File: config.mk
export PLATFORM = sky130hd
export DESIGN_NAME = msgd_ctrl
export DESIGN_NICKNAME = d
export VERILOG_FILES = /design/src/hw/rtl/msgd_pkg.sv /design/src/hw/rtl/msgd_ctrl.sv
export SDC_FILE = /design/constraint.sdc
export NUM_CORES = 1
export LEC_CHECK = 0
export BUFFER_PORTS_ARGS = -buffer_cell sky130_fd_sc_hd__buf_2
export CAP_MARGIN = 20
export CORE_AREA = 2 2 39 41
export CTS_BUF_LIST = sky130_fd_sc_hd__clkbuf_16
export DETAILED_ROUTE_END_ITERATION = 10
export DIE_AREA = 0 0 41 43
export PLACE_DENSITY = 0.57
export REMOVE_ABC_BUFFERS = 1
export SLEW_MARGIN = 20
export SYNTH_ARGS = -nofsm -noshare
export SYNTH_HDL_FRONTEND = slang
export SYNTH_SLANG_ARGS = --single-unit
File: constraint.sdc
create_clock -name i_clk -period 2.1 [get_ports i_clk]
set_input_delay 0.21 -clock i_clk [delete_from_list [all_inputs] [get_ports i_clk]]
set_output_delay 0.21 -clock i_clk [all_outputs]
set_load 0.02 [all_outputs]
File: src/hw/rtl/msgd_pkg.sv
package msgd_pkg;

    // word and fraction widths of the Q16.16 format
    localparam int WORD_BITS = 32;
    localparam int FRAC_BITS = 16;

    localparam int unsigned REQ_ACCUM  = 0;
    localparam int unsigned REQ_CLOSE  = 1;
    localparam int unsigned REQ_UPDATE = 2;
    localparam int unsigned REQ_END    = 3;

    localparam logic [2:0] CFG_CLIP_EN  = 3'd0;
    localparam logic [2:0] CFG_CLIP_THR = 3'd1;
    localparam logic [2:0] CFG_LRATE    = 3'd2;
    localparam logic [2:0] CFG_WDECAY   = 3'd3;
    localparam logic [2:0] CFG_MOMENTUM = 3'd4;

    typedef struct packed {
        logic [1:0]         req_type;
        logic signed [31:0] weight;
        logic signed [31:0] gradient;
        logic signed [31:0] velocity;
        logic [15:0]        step_scale;
    } t_in_item;

    typedef struct packed {
        logic signed [31:0] new_weight;
        logic signed [31:0] new_velocity;
        logic               was_clipped;
        logic [31:0]        clip_total;
        logic [31:0]        update_total;
    } t_out_item;

    // controller to datapath
    typedef struct packed {
        logic load;      // capture input item, start its work
        logic step_sq;   // one square-root iteration
        logic step_div;  // one division iteration
        logic start_div; // set up division after the root
        logic mul_a;     // first update product stage
        logic mul_b;     // second update product stage
        logic mul_c;     // third update product stage
        logic finish;    // commit state, build result
    } t_dp_cmd;

    // datapath to controller
    typedef struct packed {
        logic [1:0] kind;
        logic       need_clip;
        logic       sq_done;
        logic       div_done;
    } t_dp_sts;

endpackage

File: src/hw/rtl/msgd_ctrl.sv
module msgd_ctrl
    import msgd_pkg::*;
(
    input  logic    i_clk,
    input  logic    i_rst_n,
    input  logic    i_in_valid,
    output logic    o_in_stall,
    output logic    o_out_valid,
    input  logic    i_out_stall,
    input  t_dp_sts i_sts,
    output t_dp_cmd o_cmd
);

    localparam logic [3:0] ST_IDLE = 4'd0;
    localparam logic [3:0] ST_DEC  = 4'd1;
    localparam logic [3:0] ST_SQ   = 4'd2;
    localparam logic [3:0] ST_CHK  = 4'd3;
    localparam logic [3:0] ST_DIV  = 4'd4;
    localparam logic [3:0] ST_MA   = 4'd5;
    localparam logic [3:0] ST_MB   = 4'd6;
    localparam logic [3:0] ST_MC   = 4'd7;
    localparam logic [3:0] ST_FIN  = 4'd8;
    localparam logic [3:0] ST_OUT  = 4'd9;

    logic [3:0] r_state, n_state;
    logic       w_take;

    // accept when idle, or when the held result leaves this cycle
    assign o_in_stall  = !((r_state == ST_IDLE) || (r_state == ST_OUT && !i_out_stall));
    assign w_take      = i_in_valid && !o_in_stall;
    assign o_out_valid = (r_state == ST_OUT);

    always_comb begin
        o_cmd      = '0;
        o_cmd.load = w_take;
        n_state    = r_state;
        unique case (r_state)
            ST_IDLE: begin
                if (w_take) n_state = ST_DEC;
            end
            ST_DEC: begin
                unique case (i_sts.kind)
                    2'(REQ_CLOSE):  n_state = ST_SQ;
                    2'(REQ_UPDATE): n_state = ST_MA;
                    default:        n_state = ST_FIN;
                endcase
            end
            ST_SQ: begin
                o_cmd.step_sq = 1'b1;
                if (i_sts.sq_done) n_state = ST_CHK;
            end
            ST_CHK: begin
                if (i_sts.need_clip) begin
                    o_cmd.start_div = 1'b1;
                    n_state = ST_DIV;
                end else begin
                    n_state = ST_FIN;
                end
            end
            ST_DIV: begin
                o_cmd.step_div = 1'b1;
                if (i_sts.div_done) n_state = ST_FIN;
            end
            ST_MA: begin
                o_cmd.mul_a = 1'b1;
                n_state = ST_MB;
            end
            ST_MB: begin
                o_cmd.mul_b = 1'b1;
                n_state = ST_MC;
            end
            ST_MC: begin
                o_cmd.mul_c = 1'b1;
                n_state = ST_FIN;
            end
            ST_FIN: begin
                o_cmd.finish = 1'b1;
                n_state = ST_OUT;
            end
            ST_OUT: begin
                if (!i_out_stall) n_state = w_take ? ST_DEC : ST_IDLE;
            end
            default: n_state = ST_IDLE;
        endcase
    end

    always_ff @(posedge i_clk) begin
        if (!i_rst_n) begin
            r_state <= ST_IDLE;
        end else begin
            r_state <= n_state;
        end
    end

endmodule

======== Word level (Yosys, flattened, before mapping) ========
Cells that the tools add are included.
word-level totals
  flip-flop bits (word level) ............. 4
  word-level logic and storage cells ...... 39
  output and inout bits ................... 10
  input bits .............................. 9
operators by class
  multiplexer cells ....................... 16
  reductions and logical operators ........ 7
  equality and inequality tests ........... 15
operators by type and width
  kind                                                                   number
  4-bit one-hot mux with 10 select lines                                 1
  4-bit 2-to-1 mux                                                       5
  4-bit by 3-bit equality test with 1-bit output, second input constant  4
  1-bit 2-to-1 mux                                                       9
  4-bit by 2-bit equality test with 1-bit output, second input constant  2
  4-bit equality test, second input constant                             2
  2-bit != test, second input constant                                   4
  4-bit one-hot mux with 2 select lines                                  1
  4-bit by 1-bit equality test with 1-bit output, second input constant  1
  4-bit zero test                                                        1
  4-bit AND reduction                                                    1
  2-bit by 1-bit equality test with 1-bit output, second input constant  1
  2-bit equality test, second input constant                             1
  1-bit logical AND                                                      2
  1-bit zero test                                                        2
  1-bit logical OR                                                       1

======== Longest topological paths before layout ========
  depth in word-level cells ............... 7
  mapped depth ............................ 6
  mapped depth without buffers ............ 6

======== Worst setup path after synthesis ========
OpenSTA, ideal clock, no wires.
  kind .................................... register -> output
  start point ............................. register r_state[1]
  end point ............................... output o_cmd[4] in the netlist's numbering
  path buffers ............................ 1
  stages on the path, launching flop included .. 4
  setup slack ............................. 0.475 ns
  data required time ...................... 1.890 ns
  arrival ................................. 1.415 ns
  cells stage by stage .................... dfxtp_1 > buf_4 > nand2_1 > nor4b_1
RTL lines
  element                 RTL line         source
  from (decl)             msgd_ctrl.sv:25  logic [3:0] r_state, n_state;
  from (signal assigned)  msgd_ctrl.sv:91  r_state <= n_state;
  to (decl)               msgd_ctrl.sv:11  output t_dp_cmd o_cmd

==> run_results.csv <==
group,metric,value,unit
synthesis,synthSimpleGateAreaFrac,43.3,%
global_routing,grt_max_degree,15,
floorplanning,start_util,32.8,%
clock_tree,post-cts-setup-buffers,0,
clock_tree,clk-insertion-delay-late,220,ps
final_layout,fillers,146,
route,routed-wl-met3,74,µm
floorplanning,ios,19,
route,wl_met1,486,µm
clock_tree,h-tree-depth,1,
placement,port_buffers,18,
synthesis,avgSynthCellArea,7.57,µm²
placement,gp_congestion,0.729,
route,antenna_left,0,
sta,max_freq,594,MHz
critical_path,endpoint_kind,"output pin",
global_routing,antenna_found_initial,0,
final_layout,fin_util,43.9,%
final_layout,area_delta_synth_final,33.6,%
critical_path,cp-start-kind,"flip-flop",
sta,setup_ws,417,ps
status,status,"complete, no violations",
synthesis,ys_seq_elements,4,
route,vias_per_cell,5.05,
clock_tree,clkTransAtPathRegs,30,ps
global_routing,grt_use_total,13.9,%
critical_path,required,1890,ps
floorplanning,core-area,0.00138,mm²
clock_tree,clockBufferDepth,2,
sta,period_needed,1680,ps
synthesis,synth_top_area_cell,"dfxtp_1",
critical_path,cp.arrival,1470,ps
synthesis,synth-edff-count,0,
final_layout,multi_input_area,327,µm²
synthesis,ys_types,29,
critical_path,worstReg2RegEnd,"r_state[0]$_SDFFE_PN0P_",
floorplanning,dieWidth,41,µm
sta,whs,254,ps
sta,setup_viol,0,
route,drt-initial-drc-count,1,
pwr,max-vdd-ir-drop,0.477,mV
min_path,hold_path_class,"in -> reg",
final_layout,layout-drive-gt1-share,35.5,%
sta,rsz0062_at_grt,"false",
route,highest_layer,"met4",
clock_tree,cts_tree,"built",
synthesis,synth_mux_area_share,2.20,%
sta,tns,0,ps
synthesis,ys_warn_count,0,
sta,tightest_slew,473,ps
final_layout,seq_area,80.1,µm²
final_layout,reg_top3,"r_state x4",
placement,hpwl,778,µm
pwr,power,0.598,mW
placement,pre_cts_ws,647,ps
synthesis,synth_xor_area_share,0,%
critical_path,r2r_slack,680,ps
synthesis,synth_compound_area_share,20.9,%
pwr,p_leak,0.273,nW
route,firstDrtPassIters,2,
sta,skew,0.940,ps
critical_path,rr_worst_depth,4,
clock_tree,cts.sinks,4,
floorplanning,die_area,0.00176,mm²
synthesis,seq_area_frac_synth,17.6,%
critical_path,crit_start,"r_state[1]$_SDFFE_PN0P_",
sta,drv_slew,0,
final_layout,regMostFlops,"r_state",
synthesis,postSynth.asyncResetShare,0,%
sta,finalCritPeriodShare,80.1,%
critical_path,critPathKind,"reg -> out",
synthesis,ys_top_cells_by_area,"dfxtp_1 (18%), nor2_1 (7.4%), ha_1 (5.5%), nor4_2 (5.5%), buf_4 (5.0%)",
floorplanning,fp.dieH,43,µm
floorplanning,std_cell_rows,14,
synthesis,synth_top_area_share,17.6,%
synthesis,synthAdderAreaFrac,5.51,%
global_routing,grt_pass1_wl,1610,µm
synthesis,syn_area,454,µm²
critical_path,worstSetupEndpoint,"o_cmd[4]",
sta,finalHoldViolCount,0,
global_routing,grt_pass1_vias,362,
final_layout,nets,89,
critical_path,r2r-start,"r_state[1]$_SDFFE_PN0P_",
pwr,powerDensity,985,mW/mm²
critical_path,cp_max_fo,14,
route,vias,465,
final_layout,diodes,0,
clock_tree,cts_buffers,3,
clock_tree,holdBufCountCts,0,
route,wl_per_cell,11.2,µm
global_routing,grt-ovfl-total,0,
final_layout,largest_reg_flops,4,
route,drc,0,
clock_tree,ctsRootBufferMaster,"clkbuf_16",
synthesis,synth_top_family_by_area,"simple AND/OR/NAND/NOR gates",
route,met2_length,463,µm
sta,slew_headroom,68.4,%
synthesis,synth_cells,60,
run,maxCapViolations,0,
clock_tree,ctsResizeCount,0,
synthesis,synth_ff_type,"dfxtp_1",
route,routed_wl,1030,µm
==> final cells by class <==
cell class | instances | share of cell area (%)
clock buffers | 3 | 12.4
multi-input cells | 47 | 53.8
inverters | 4 | 2.47
flip-flops and latches | 4 | 13.2
well taps | 16 | 3.30
repair buffers | 18 | 14.8
==> cells in the final DEF (no fill, tap or decap), drive strengths merged, types with 3 or more instances in the layout <==
cell | netlist | routed
buf | 5 | 18
clkbuf | 0 | 3
dfxtp | 4 | 4
inv | 4 | 4
nand2 | 5 | 5
nand2b | 3 | 3
nor2 | 9 | 9
nor2b | 3 | 3
nor4b | 3 | 3
==> worst min path at each step <==
stage / start / end / cells past startpoint
3_3_place_gp: i_rst_n / r_state[2]$_SDFFE_PN0P_ / 2
3_5_place_dp: i_rst_n / r_state[2]$_SDFFE_PN0P_ / 2
2_1_floorplan: i_rst_n / r_state[2]$_SDFFE_PN0P_ / 1
6_report: i_rst_n / r_state[2]$_SDFFE_PN0P_ / 2
4_1_cts: i_rst_n / r_state[2]$_SDFFE_PN0P_ / 2
5_1_grt: i_rst_n / r_state[1]$_SDFFE_PN0P_ / 2
==> metrics by stage <==
stage	cell area (µm²)	std cells
after floorplan	422	55
after global placement	532	89
after detailed placement	532	89
after CTS	607	92
after global routing	607	92
final	607	92
==> critical path: stages (launching register included) <==
cell	delay, ps
dfxtp_1	600
nand2_1	160
nor4b_1	280
buf_2	210
==> per-layer routing <==
layer / vias up / global-route usage [%]
met3: 2 / 7.85
met5: - / 0
met2: 17 / 19.7
met1: 202 / 17.6
met4: 0 / 4.00
li1: 244 / -
==> cells in the mapped netlist, types with 2 or more instances <==
master	count
a21boi_1	2
buf_2	2
buf_4	3
dfxtp_1	4
ha_1	2
inv_1	4
nand2_1	5
nand2b_1	3
nor2_1	9
nor2b_1	3
nor3b_1	2
nor4_2	2
nor4b_1	2
o21ai_1	2
==> cells by family (layout without fill, tap and decap cells) <==
logic type / count (synthesis) / after routing
and+or+nand+nor: 32 / 32
DFF: 4 / 4
muxes: 1 / 1
AOI/OAI and AO/OA: 12 / 12
adders and majority gates: 2 / 2
buffers and inverters: 9 / 25
==> power by group <==
part | internal (mW) | switching (mW)
Clock | 0.243 | 0.0506
Combinational | 0.0814 | 0.0953
Sequential | 0.0885 | 0.0391
Power figures use the tool's default switching activity.
